**src/hdl/rsfs_pkg.sv**
```systemverilog
// rsfs_pkg: shared types and constants for the ranked sensor failover selector
// used by rsfs_ctrl, rsfs_dp and the top level; no dependencies
package rsfs_pkg;

	localparam int MAX_SENSORS_DEF = 16;
	localparam int MAX_RANK_DEF    = 32;

	localparam int SIDX_W     = 4;
	localparam int SCORE_W    = 6;
	localparam int USE_W      = 5;
	localparam int RANK_W     = 6;
	localparam int CFG_IDX_W  = 2;
	localparam int CFG_DATA_W = 6;

	localparam logic [USE_W-1:0]  SENSORS_RST = 5'd16;
	localparam logic [RANK_W-1:0] RANK_RST    = 6'd8;

	localparam logic [CFG_IDX_W-1:0] REG_SENSORS_IN_USE = 2'd0;
	localparam logic [CFG_IDX_W-1:0] REG_RANK_SIZE      = 2'd1;

	localparam logic KIND_REQUEST = 1'b0;
	localparam logic KIND_REPORT  = 1'b1;

	typedef struct packed {
		logic capture;
		logic scan_step;
		logic update;
	} dp_cmd_t;

	typedef struct packed {
		logic scan_last;
	} dp_status_t;

endpackage

```
**src/hdl/rsfs_ctrl.sv**
```systemverilog
// rsfs_ctrl: sequencer for the failover selector (idle, scan, update)
// drives rsfs_dp through dp_cmd_t and owns the output valid flag; uses rsfs_pkg
module rsfs_ctrl (
	input  logic                   clk,
	input  logic                   arst_n,
	input  logic                   in_valid,
	output logic                   in_ready,
	input  logic                   kind,
	output logic                   out_valid,
	input  logic                   out_ready,
	output rsfs_pkg::dp_cmd_t      cmd,
	input  rsfs_pkg::dp_status_t   status
);
	import rsfs_pkg::*;

	typedef enum logic [1:0] {
		ST_IDLE,
		ST_SCAN,
		ST_UPDATE
	} state_t;

	state_t state_q;
	state_t state_nxt;
	logic   out_valid_q;
	logic   out_free;

	assign out_free  = !out_valid_q || out_ready;
	assign out_valid = out_valid_q;
	assign in_ready  = (state_q == ST_IDLE);

	always_comb begin
		cmd       = '0;
		state_nxt = state_q;
		case (state_q)
			ST_IDLE: begin
				if (in_valid) begin
					cmd.capture = 1'b1;
					state_nxt   = (kind == KIND_REPORT) ? ST_UPDATE : ST_SCAN;
				end
			end
			ST_SCAN: begin
				cmd.scan_step = 1'b1;
				if (status.scan_last) begin
					state_nxt = ST_UPDATE;
				end
			end
			ST_UPDATE: begin
				if (out_free) begin
					cmd.update = 1'b1;
					state_nxt  = ST_IDLE;
				end
			end
			default: begin
				state_nxt = ST_IDLE;
			end
		endcase
	end

	always_ff @(posedge clk or negedge arst_n) begin
		if (!arst_n) begin
			state_q     <= ST_IDLE;
			out_valid_q <= 1'b0;
		end else begin
			state_q <= state_nxt;
			if (cmd.update) begin
				out_valid_q <= 1'b1;
			end else if (out_ready) begin
				out_valid_q <= 1'b0;
			end
		end
	end

endmodule

```
**src/hdl/rsfs_dp.sv**
```systemverilog
// rsfs_dp: per-sensor history, success counts, tried marks, ranking scan and result word
// config registers live here; commanded by rsfs_ctrl; uses rsfs_pkg
module rsfs_dp #(
	parameter int MAX_SENSORS = rsfs_pkg::MAX_SENSORS_DEF,
	parameter int MAX_RANK    = rsfs_pkg::MAX_RANK_DEF
) (
	input  logic                               clk,
	input  logic                               arst_n,
	input  logic                               cfg_valid,
	input  logic [rsfs_pkg::CFG_IDX_W-1:0]     cfg_index,
	input  logic [rsfs_pkg::CFG_DATA_W-1:0]    cfg_data,
	input  logic                               kind,
	input  logic [rsfs_pkg::SIDX_W-1:0]        sensor_index,
	input  logic                               outcome_ok,
	input  rsfs_pkg::dp_cmd_t                  cmd,
	output rsfs_pkg::dp_status_t               status,
	output logic                               found,
	output logic [rsfs_pkg::SIDX_W-1:0]        chosen_sensor,
	output logic [rsfs_pkg::SCORE_W-1:0]       score
);
	import rsfs_pkg::*;

	localparam int IW = $clog2(MAX_SENSORS);
	localparam int NW = $clog2(MAX_SENSORS + 1);
	localparam int LW = $clog2(MAX_RANK + 1);
	localparam int PW = (MAX_RANK > 1) ? $clog2(MAX_RANK) : 1;
	localparam int CW = (NW > SIDX_W) ? NW : SIDX_W;

	logic [USE_W-1:0]  sensors_q;
	logic [RANK_W-1:0] rank_q;

	logic              kind_q;
	logic [SIDX_W-1:0] idx_q;
	logic              ok_q;
	logic [IW-1:0]     scan_q;
	logic              have_q;
	logic [IW-1:0]     best_q;
	logic [LW-1:0]     bestc_q;

	logic [MAX_RANK-1:0] bits_q  [MAX_SENSORS];
	logic [LW-1:0]       fill_q  [MAX_SENSORS];
	logic [PW-1:0]       pos_q   [MAX_SENSORS];
	logic [LW-1:0]       tally_q [MAX_SENSORS];
	logic [MAX_SENSORS-1:0] tried_q;

	logic [NW-1:0]       grp_n;
	logic [LW-1:0]       hist_len;
	logic [IW-1:0]       idx_sel;
	logic [IW-1:0]       rd_idx;
	logic [MAX_RANK-1:0] rd_bits;
	logic [LW-1:0]       rd_fill;
	logic [PW-1:0]       rd_pos;
	logic [LW-1:0]       rd_tally;
	logic                rd_tried;
	logic                take;
	logic                rep_in;
	logic                rep_lt_max;
	logic [PW-1:0]       pos_cur;
	logic [LW-1:0]       pos_inc;
	logic [PW-1:0]       pos_next;
	logic                full;
	logic [LW-1:0]       fill_next;
	logic [LW-1:0]       tally_new;
	logic [MAX_SENSORS-1:0] grp_mask;

	always_comb begin
		if (32'(sensors_q) > MAX_SENSORS) begin
			grp_n = NW'(MAX_SENSORS);
		end else begin
			grp_n = NW'(sensors_q);
		end
		if (rank_q == '0) begin
			hist_len = LW'(1);
		end else if (32'(rank_q) > MAX_RANK) begin
			hist_len = LW'(MAX_RANK);
		end else begin
			hist_len = LW'(rank_q);
		end
		for (int i = 0; i < MAX_SENSORS; i++) begin
			grp_mask[i] = (i < int'(grp_n));
		end
	end

	assign idx_sel  = IW'(idx_q);
	assign rd_idx   = (kind_q == KIND_REPORT) ? idx_sel : scan_q;
	assign rd_bits  = bits_q[rd_idx];
	assign rd_fill  = fill_q[rd_idx];
	assign rd_pos   = pos_q[rd_idx];
	assign rd_tally = tally_q[rd_idx];
	assign rd_tried = tried_q[rd_idx];

	// scan one sensor a cycle, strict compare keeps the lowest index on ties
	assign take = (NW'(scan_q) < grp_n) && !rd_tried && (!have_q || (rd_tally > bestc_q));
	assign status.scan_last = ({1'b0, NW'(scan_q)} + (NW + 1)'(1)) >= {1'b0, grp_n};

	assign rep_in     = CW'(idx_q) < CW'(grp_n);
	assign rep_lt_max = 32'(idx_q) < MAX_SENSORS;

	// running count: drop the overwritten bit once the history is full
	assign pos_cur   = (LW'(rd_pos) >= hist_len) ? '0 : rd_pos;
	assign pos_inc   = LW'(pos_cur) + LW'(1);
	assign pos_next  = (pos_inc >= hist_len) ? '0 : PW'(pos_inc);
	assign full      = rd_fill >= hist_len;
	assign fill_next = full ? hist_len : rd_fill + LW'(1);
	assign tally_new = rd_tally - LW'(full & rd_bits[pos_cur]) + LW'(ok_q);

	always_ff @(posedge clk or negedge arst_n) begin
		if (!arst_n) begin
			sensors_q <= SENSORS_RST;
			rank_q    <= RANK_RST;
			kind_q    <= KIND_REQUEST;
			idx_q     <= '0;
			ok_q      <= 1'b0;
			scan_q    <= '0;
			have_q    <= 1'b0;
			best_q    <= '0;
			bestc_q   <= '0;
			tried_q   <= '0;
			for (int i = 0; i < MAX_SENSORS; i++) begin
				fill_q[i]  <= '0;
				pos_q[i]   <= '0;
				tally_q[i] <= '0;
			end
		end else begin
			if (cfg_valid) begin
				case (cfg_index)
					REG_SENSORS_IN_USE: begin
						sensors_q <= cfg_data[USE_W-1:0];
					end
					REG_RANK_SIZE: begin
						rank_q <= cfg_data[RANK_W-1:0];
						for (int i = 0; i < MAX_SENSORS; i++) begin
							fill_q[i]  <= '0;
							pos_q[i]   <= '0;
							tally_q[i] <= '0;
						end
					end
					default: begin
					end
				endcase
			end
			if (cmd.capture) begin
				kind_q  <= kind;
				idx_q   <= sensor_index;
				ok_q    <= outcome_ok;
				scan_q  <= '0;
				have_q  <= 1'b0;
				best_q  <= '0;
				bestc_q <= '0;
			end
			if (cmd.scan_step) begin
				if (take) begin
					have_q  <= 1'b1;
					best_q  <= scan_q;
					bestc_q <= rd_tally;
				end
				scan_q <= scan_q + IW'(1);
			end
			if (cmd.update) begin
				if (kind_q == KIND_REQUEST) begin
					if (have_q) begin
						tried_q[best_q] <= 1'b1;
					end else begin
						tried_q <= tried_q & ~grp_mask;
					end
				end else if (rep_in) begin
					fill_q[idx_sel]  <= fill_next;
					pos_q[idx_sel]   <= pos_next;
					tally_q[idx_sel] <= tally_new;
					if (ok_q) begin
						tried_q <= tried_q & ~grp_mask;
					end
				end
			end
		end
	end

	// history bits and result word need no reset
	always_ff @(posedge clk) begin
		if (cmd.update) begin
			if (kind_q == KIND_REQUEST) begin
				found         <= have_q;
				chosen_sensor <= have_q ? SIDX_W'(best_q) : '0;
				score         <= have_q ? SCORE_W'(bestc_q) : '0;
			end else begin
				found         <= 1'b1;
				chosen_sensor <= idx_q;
				if (rep_in) begin
					bits_q[idx_sel][pos_cur] <= ok_q;
					score <= SCORE_W'(tally_new);
				end else if (rep_lt_max) begin
					score <= SCORE_W'(rd_tally);
				end else begin
					score <= '0;
				end
			end
		end
	end

endmodule

```
**src/hdl/ranked_sensor_failover_selector.sv**
```systemverilog
// ranked_sensor_failover_selector: top level of the sensor failover selector
// joins rsfs_ctrl and rsfs_dp; uses rsfs_pkg
//
// Usage:
//  in channel (in_valid/in_ready): kind 0 asks for the next candidate sensor,
//  kind 1 reports a read outcome (sensor_index, outcome_ok) for one sensor.
//  out channel (out_valid/out_ready): exactly one word per input word,
//  found, chosen_sensor and score (success count within the recent history).
//  cfg channel (cfg_valid/cfg_ready, cfg_index, cfg_data): index 0 is
//  sensors_in_use, index 1 is rank_size; writing rank_size empties all
//  histories. cfg_ready is always high; write only while the block is idle.
//  Timing: a request scans one sensor a cycle over the active group (a
//  single scan step if it is empty), then an update step loads the result,
//  waiting there until the output register is free; a report goes straight
//  to the update step. in_ready returns the cycle after the result loads.
//  One word is in flight at a time; in_ready is high only when idle.
//  If the receiver stalls, a finished word waits in the output register,
//  the next input word is still taken, and its result waits in the update
//  step until the output register frees up.
//  Reset: all histories empty, counts zero, no sensor tried, 16 sensors,
//  rank size 8.
module ranked_sensor_failover_selector #(
	parameter int MAX_SENSORS = rsfs_pkg::MAX_SENSORS_DEF,
	parameter int MAX_RANK    = rsfs_pkg::MAX_RANK_DEF
) (
	input  logic                               clk,
	input  logic                               arst_n,
	input  logic                               in_valid,
	output logic                               in_ready,
	input  logic                               kind,
	input  logic [rsfs_pkg::SIDX_W-1:0]        sensor_index,
	input  logic                               outcome_ok,
	output logic                               out_valid,
	input  logic                               out_ready,
	output logic                               found,
	output logic [rsfs_pkg::SIDX_W-1:0]        chosen_sensor,
	output logic [rsfs_pkg::SCORE_W-1:0]       score,
	input  logic                               cfg_valid,
	output logic                               cfg_ready,
	input  logic [rsfs_pkg::CFG_IDX_W-1:0]     cfg_index,
	input  logic [rsfs_pkg::CFG_DATA_W-1:0]    cfg_data
);
	import rsfs_pkg::*;

	dp_cmd_t    cmd;
	dp_status_t status;

	assign cfg_ready = 1'b1;

	rsfs_ctrl u_ctrl (
		.clk       (clk),
		.arst_n    (arst_n),
		.in_valid  (in_valid),
		.in_ready  (in_ready),
		.kind      (kind),
		.out_valid (out_valid),
		.out_ready (out_ready),
		.cmd       (cmd),
		.status    (status)
	);

	rsfs_dp #(
		.MAX_SENSORS (MAX_SENSORS),
		.MAX_RANK    (MAX_RANK)
	) u_dp (
		.clk           (clk),
		.arst_n        (arst_n),
		.cfg_valid     (cfg_valid & cfg_ready),
		.cfg_index     (cfg_index),
		.cfg_data      (cfg_data),
		.kind          (kind),
		.sensor_index  (sensor_index),
		.outcome_ok    (outcome_ok),
		.cmd           (cmd),
		.status        (status),
		.found         (found),
		.chosen_sensor (chosen_sensor),
		.score         (score)
	);

endmodule

```
**config.mk**
```make
export PLATFORM = sky130hd
export DESIGN_NAME = ranked_sensor_failover_selector
export DESIGN_NICKNAME = d
export VERILOG_FILES = /design/src/hdl/rsfs_pkg.sv /design/src/hdl/rsfs_ctrl.sv /design/src/hdl/rsfs_dp.sv /design/src/hdl/ranked_sensor_failover_selector.sv
export SDC_FILE = /design/constraint.sdc
export NUM_CORES = 2
export LEC_CHECK = 0
export BUFFER_PORTS_ARGS = -buffer_cell sky130_fd_sc_hd__buf_2
export CAP_MARGIN = 10
export CELL_PAD_IN_SITES_DETAIL_PLACEMENT = 0
export CELL_PAD_IN_SITES_GLOBAL_PLACEMENT = 1
export CORE_MARGIN = 5
export CORE_UTILIZATION = 55
export CTS_BUF_LIST = sky130_fd_sc_hd__clkbuf_4 sky130_fd_sc_hd__clkbuf_8
export DETAILED_ROUTE_END_ITERATION = 10
export PLACE_DENSITY_LB_ADDON = 0.1
export SETUP_SLACK_MARGIN = 0.2
export SKIP_CTS_REPAIR_TIMING = 1
export SKIP_LAST_GASP = 1
export SLEW_MARGIN = 20
export SYNTH_ARGS = -nofsm -noshare
export SYNTH_HDL_FRONTEND = slang
export SYNTH_HIERARCHICAL = 1
export SYNTH_SLANG_ARGS = --single-unit
```
**constraint.sdc**
```tcl
create_clock -name clk -period 17.7 [get_ports clk]
set_input_delay 0.885 -clock clk [delete_from_list [all_inputs] [get_ports clk]]
set_output_delay 0.885 -clock clk [all_outputs]
set_load 0.005 [all_outputs]
```
; ---- Word level (Yosys, flattened, before mapping)
; Memories as Yosys holds them, arrays and structs flattened.
; Cells that the tools add are included.
[totals]
reg_bits = 334
ramBits = 512
inputBits = 19
out_inout_bits = 14
word_cells = 218
n_memories = 1
[op_classes]
addsub = 6
order_cmp = 33
n_eq_ne = 8
muxes = 82
bitwise_logic = 6
n_reduce_logical = 19
[mem_list]
columns = memory, depth, width, rd, rd_clocked_by_memory_dff, write_ports, line
row1 = u_dp.bits_q, 16, 32, 1, 0, 1, rsfs_dp.sv:40  ; logic [MAX_RANK-1:0] bits_q [MAX_SENSORS];
[op_table]
columns = operator, n
row1 = $mux 96, 10
row2 = $mux 80, 5
row3 = $bwmux 96, 2
row4 = $mux 6, 14
row5 = $bwmux 80, 1
row6 = $mux 16, 4
row7 = $bmux 6 s4, 2
row8 = $lt 4x5->1 const A, 8
row9 = $mux 32, 1
row10 = $mux 4, 8
row11 = $mux 5, 6
row12 = $demux 6 s4, 1
row13 = $bmux 5 s4, 1
row14 = $demux 5 s4, 1
row15 = $lt 3x5->1 const A, 4
row16 = $mux 1, 17
row17 = $and 16x16->16, 1
row18 = $not 16->16, 1
row19 = $or 16x16->16, 1
row20 = $ge 6x6->1, 2
row21 = $ge 5x5->1 const B, 2
row22 = $lt 1x5->1 const A, 2
row23 = $lt 2x5->1 const A, 2
row24 = $lt 4x5->1, 2
row25 = 36 further kinds, 56

; ---- Logic depth before layout (Yosys ltp)
[depth]
depth_word = 16
depth_mapped = 33
depth_no_buf = 29

; ---- Modules after synthesis
; The synthesis kept the hierarchy.
[modules_own_cells]
columns = module, instances, cells_each, area_each_um2, seq_area_each_um2
row1 = rsfs_dp, 1, 3735, 39180.1, 23715.2
row2 = rsfs_ctrl, 1, 18, 175.2, 75.1
row3 = ranked_sensor_failover_selector, 1, 2, 11.3, 0.0

; ---- Worst setup path before layout
; No wires, ideal clock.
[synth_timing]
path_kind = reg-to-reg
startpoint = register u_dp.ok_q
endpoint = register u_dp/score[4] (netlist name) (data pin)
setup_ns = 0.267
t_arrival_ns = 8.184
t_required_ns = 17.433
path_slack_ns = 9.249
path_stages_with_launch = 11
n_path_buf = 0
period_less_slack_ns = 8.451
cell_sequence = dfrtp_1 ha_1 inv_1 fa_1 inv_1 a21o_1 a21oi_1 xor2_1 o21ai_0 nand2_1 o31ai_1
[synth_via]
elab_chain_cells = 3
[synth_lines]
columns = element, line
row1 = start: declaration, rsfs_dp.sv:34  ; logic ok_q;
row2 = start signal: assignment, rsfs_dp.sv:145  ; ok_q <= outcome_ok;
row3 = $add 6x1->6, rsfs_dp.sv:105  ; assign tally_new = rd_tally - LW'(full & rd_bits[pos_cur]) + LW'(ok_q);
row4 = $mux 6, rsfs_dp.sv:188  ; if (rep_in) begin
row5 = $mux 6, rsfs_dp.sv:181  ; if (kind_q == KIND_REQUEST) begin
row6 = end signal: assignment, rsfs_dp.sv:184  ; score <= have_q ? SCORE_W'(bestc_q) : '0;
row7 = end signal: assignment, rsfs_dp.sv:190  ; score <= SCORE_W'(tally_new);
row8 = end signal: assignment, rsfs_dp.sv:192  ; score <= SCORE_W'(rd_tally);
row9 = end: declaration, rsfs_dp.sv:19  ; output logic [rsfs_pkg::SCORE_W-1:0] score
; No other way between the ends.
; A chain may end at the register's enable or synchronous reset.

; ---- Worst setup path in the final report
[layout_timing]
startpoint = register u_dp.kind_q
endpoint = register u_dp/score[4] (netlist name) (data pin)
[layout_via]
elab_chain_cells = 14
word_cells_on_any_way = 22
cone_classes = add/sub (2) / order compare (2) / mux (15) / bitwise (2) / memory (1)
[layout_lines]
columns = element, line
row1 = start: declaration, rsfs_dp.sv:32  ; logic kind_q;
row2 = start signal: assignment, rsfs_dp.sv:143  ; kind_q <= kind;
row3 = $mux 4, rsfs_dp.sv:85  ; assign rd_idx = (kind_q == KIND_REPORT) ? idx_sel : scan_q;
row4 = $not 4->5 (not written as such), "rsfs_dp.sv:87, rsfs_dp.sv:88, rsfs_dp.sv:89"
row5 = $bmux 5 s4, rsfs_dp.sv:88  ; assign rd_pos = pos_q[rd_idx];
row6 = $mux 5 (not written as such) (2 in series), rsfs_dp.sv:88
row7 = $ge 5x6->1, rsfs_dp.sv:100  ; assign pos_cur = (LW'(rd_pos) >= hist_len) ? '0 : rd_pos;
row8 = $mux 5, rsfs_dp.sv:100
row9 = $bmux 1 s5, rsfs_dp.sv:105
row10 = $mux 1 (not written as such), rsfs_dp.sv:105
row11 = $and 1x1->1, rsfs_dp.sv:105
row12 = $sub 6x6->6, rsfs_dp.sv:105
row13 = $add 6x1->6, rsfs_dp.sv:105
row14 = $mux 6, rsfs_dp.sv:188
row15 = $mux 6 *, rsfs_dp.sv:181
; Every way passes the cells marked *; elsewhere a longest branch is shown, timed or not. The select of a mux whose other input is x is not followed.

==> metrics.txt <==
Placed Instances 4469; final critical-path required period 9400 ps; placer congestion estimate 0.844; Crit path max-delay family simple AND/OR/NAND/NOR gates; Critical Path AT 9870 ps; core area 0.0712 mm²; Comb power frac 43.0%; sequential area share after synthesis between 60% and 70%; Net Switching approximately 3.3 mW; layout cells sized above 1 about an eighth; largest family of logic cells by synthesized area simple AND/OR/NAND/NOR gates; Mean Syn Cell Area approximately 10 µm²; number of iterations in the first detailed-routing pass 9; RSZ-0062 raised after global routing no; Synth cell types between 80 and 90; clock transition at the registers of the reported paths 50 ps; sequential group share of total power roughly 34%; Seq cells post-synth roughly 850; DR vias/cell 6.15; Antenna Violating Nets Remaining 0; Nets approximately 3.7k; mux contribution to synthesized area about 5.4%; most used cell, CP inv_1; H-tree depth 4; total clock sinks 846; RR Startpoint u_dp/kind_q$_DFFE_PN0P_; peak supply drop 0.000291 V; Fmax achieved 106 MHz; Boundary Pins 33; GRT Util Overall 28.4%; GRT Residual Overflow 0; WP buf/inv 5; area of the multi-input gates 0.0142 mm²; Final Cycle Share 53.1%; syn nets 3822; Synth top cells by count nand2_1, nand3_1, nor2_1; wire per inst 23.4 µm; P_int ~4.2 mW; CTS tree yes; leak pwr 15.5 nW; Post-Synth Simple-Gate Area 21.0%; top post-synthesis cells by area edfxtp_1, dfrtp_1, nand3_1; Synth Area in Compound Gates 7.25%; Yosys warning count 6; post-synthesis adder-cell area fraction 1.54%; Worst Setup End Kind flop; asr flop ratio synth 38.2%; Synth Area in XOR/XNOR 0.311%; Post-synth EDFFs 523; CP Class reg -> reg; Clk pwr share 22.9%; largest net degree at the start of global routing 294; worst hold path class in -> async; mapped cell area a little under 0.04 mm²; CP Data Required Time around 18000 ps; status finished, final reports clean; largest area contributor in the netlist edfxtp_1; setup TNS 0 ps; Worst Setup SP u_dp/kind_q$_DFFE_PN0P_; Max Fanout on Critical Path 59; Setup Skew 35.4 ps; count leader, synth nand2_1; Synth Instances 3755; Initial DRC Count 2952; area grow syn2layout 8.53%; Final Setup Violations 0; clock buffer count from CTS 144; dpl hpwl 58700 µm; Slowest cell on crit path dfrtp_2; Clk Latency, worst-skew pair 790 ps; Filler cells between 6k and 7k; Max Slew Vio Count 0; dominant synthesized flop cell edfxtp_1; Initial Util 55.3%; Die H 278 µm; Max Root-Sink Buffers 3; DR vias 29.1k; # port buffers 31; worst setup margin 8300 ps; Fin. Hold Viols 0; pre-CTS WS 8380 ps; initial antenna violation count 1; Max-Cap Viols 0; Slew Limit Headroom 19.2%; max incr delay on CP just under 1000 ps; Post-Layout Cell Count approximately 4.7k; final WL 110000 µm; Seq. cell area between 0.02 and 0.025 mm²; global-route wire length before repair 170000 µm; root cell of the clock tree clkbuf_8; top cell type's share of synthesized area between 30% and 40%; Switching Share 43.7%; DRC errors left 0; Slew @ Worst Pin 1210 ps; row count 98; pwr dens between 150 and 200 mW/mm²; Setup crit start kind flop; vias in the first global route 28.9k; Die ar. 0.0770 mm²; Die X roughly 280 µm; final core utilization 60.0%
[registers in the layout (all words and copies together) (netlist names)]
register,cells
u_dp/kind_q,1
u_dp/have_q,1
u_dp/chosen_sensor,4
u_dp/sensors_q,5
u_dp/tried_q,16
u_dp/best_q,4
u_ctrl/out_valid,1
u_dp/ok_q,1
u_dp/idx_q,4
u_dp/fill_q,96
u_dp/bestc_q,6
u_dp/bits_q,512
u_ctrl/state_q,2
u_dp/found,1
u_dp/scan_q,4
u_dp/rank_q,6
u_dp/pos_q,80
u_dp/score,6
u_dp/tally_q,96
[worst paths after layout]
| kind | to | slack, ps | cells after the start |
|---|---|---|---|
| worst max-delay path | u_dp/score[4]$_DFFE_PP_ | 8300 | 27 |
| worst min-delay path | u_dp/tried_q[12]$_DFFE_PN0P_ | 140 | 1 |
| worst max register to register | u_dp/score[4]$_DFFE_PP_ | 8300 | 27 |
| worst min register to register | u_dp/fill_q[65]$_DFF_PN0_ | 490 | 2 |
| max in group asynchronous | u_dp/ok_q$_DFFE_PN0P_ | 14980 | 3 |
| min in group clk | u_ctrl/out_valid$_DFFE_PN0P_ | 330 | 2 |
[layout make-up]
type	count	share of cell area, %
Sequential cell	846	55.7
Multi-Input combinational cell	2549	33.2
Clock buffer	205	5.89
Tap cell	950	2.78
Timing Repair Buffer	90	1.52
Clock inverter	48	0.630
Inverter	34	0.299
Antenna cell	1	0.00586
[layout by cell type (no fill, tap or decap), types with 8 or more instances in the layout]
cell type	count
nand2_1	602
a22oi_1	11
nand2b_1	12
and3_1	32
a31oi_1	35
nor3_1	9
a21o_1	10
nand3_1	560
buf_2	30
mux2_2	15
dfrtp_1	319
xor2_1	8
nor2b_1	8
o21ai_1	27
nor2_1	552
a21oi_1	35
a22o_1	8
mux2i_1	13
edfxtp_1	523
mux4_2	75
o21ai_0	296
clkinv_1	30
nand3_2	8
buf_4	55
inv_1	33
clkbuf_4	49
clkbuf_8	156
nand3b_1	11
a311oi_1	11
nand2_2	10
nand4_1	30
ha_1	47
a32oi_1	12
[metrics by stage]
step / hold slack [ps] / area, µm² / total power, mW
floorplan: 455 / 39400 / 4.81
global placement: 473 / 39900 / 5.68
detailed placement: 484 / 39900 / 5.75
CTS: 160 / 42700 / 7.47
global route: 215 / 42700 / 7.89
finish: 136 / 42700 / 7.47
[worst register-to-register path: stages (launching register included)]
cell       delay, ps
dfrtp_2          970
mux2_8           760
buf_4            790
nand2_1          150
a32oi_1          230
nand4_1          120
nand2_1          510
ha_1             340
o2111ai_1        230
o22ai_1          330
nor3_4           460
inv_1            260
a31o_1           240
a21oi_1          120
a21oi_1           60
nor4_1           910
ha_1             380
inv_1             60
ha_1             160
inv_1             70
fa_1             450
inv_1             80
a21o_1           120
a21oi_1           70
xor2_1           830
o21ai_0          200
nand2_1          120
o31ai_1           80
[power groups by stage]
stage               Combinational [mW]  Sequential, mW  Clock, mW
floorplan                         2.15            2.66          0
global placement                  3.11            2.57          0
detailed placement                3.17            2.58          0
CTS                               3.17            2.55       1.75
global route                      3.49            2.57       1.84
finish                            3.21            2.55       1.71
[per-layer routing]
metal  vias to the layer above  global-route usage [%]  part of all wire [%]
met5                         -                       0                     0
met4                         0                    11.6                   4.0
met3                       251                    4.67                   6.4
met2                      1072                    48.0                    49
met1                     14645                    36.9                    41
li1                      13101                       -                     -
[logic make-up after synthesis]
group	count (synthesis)
multiplexers	113
other	1
XOR/XNOR	14
adder cells (fa/ha/maj)	48
flip-flops	846
AND/OR/NAND/NOR	1880
buffers and inverters	360
AO/OA/AOI/OAI	493
Power figures use the tool's default switching activity.
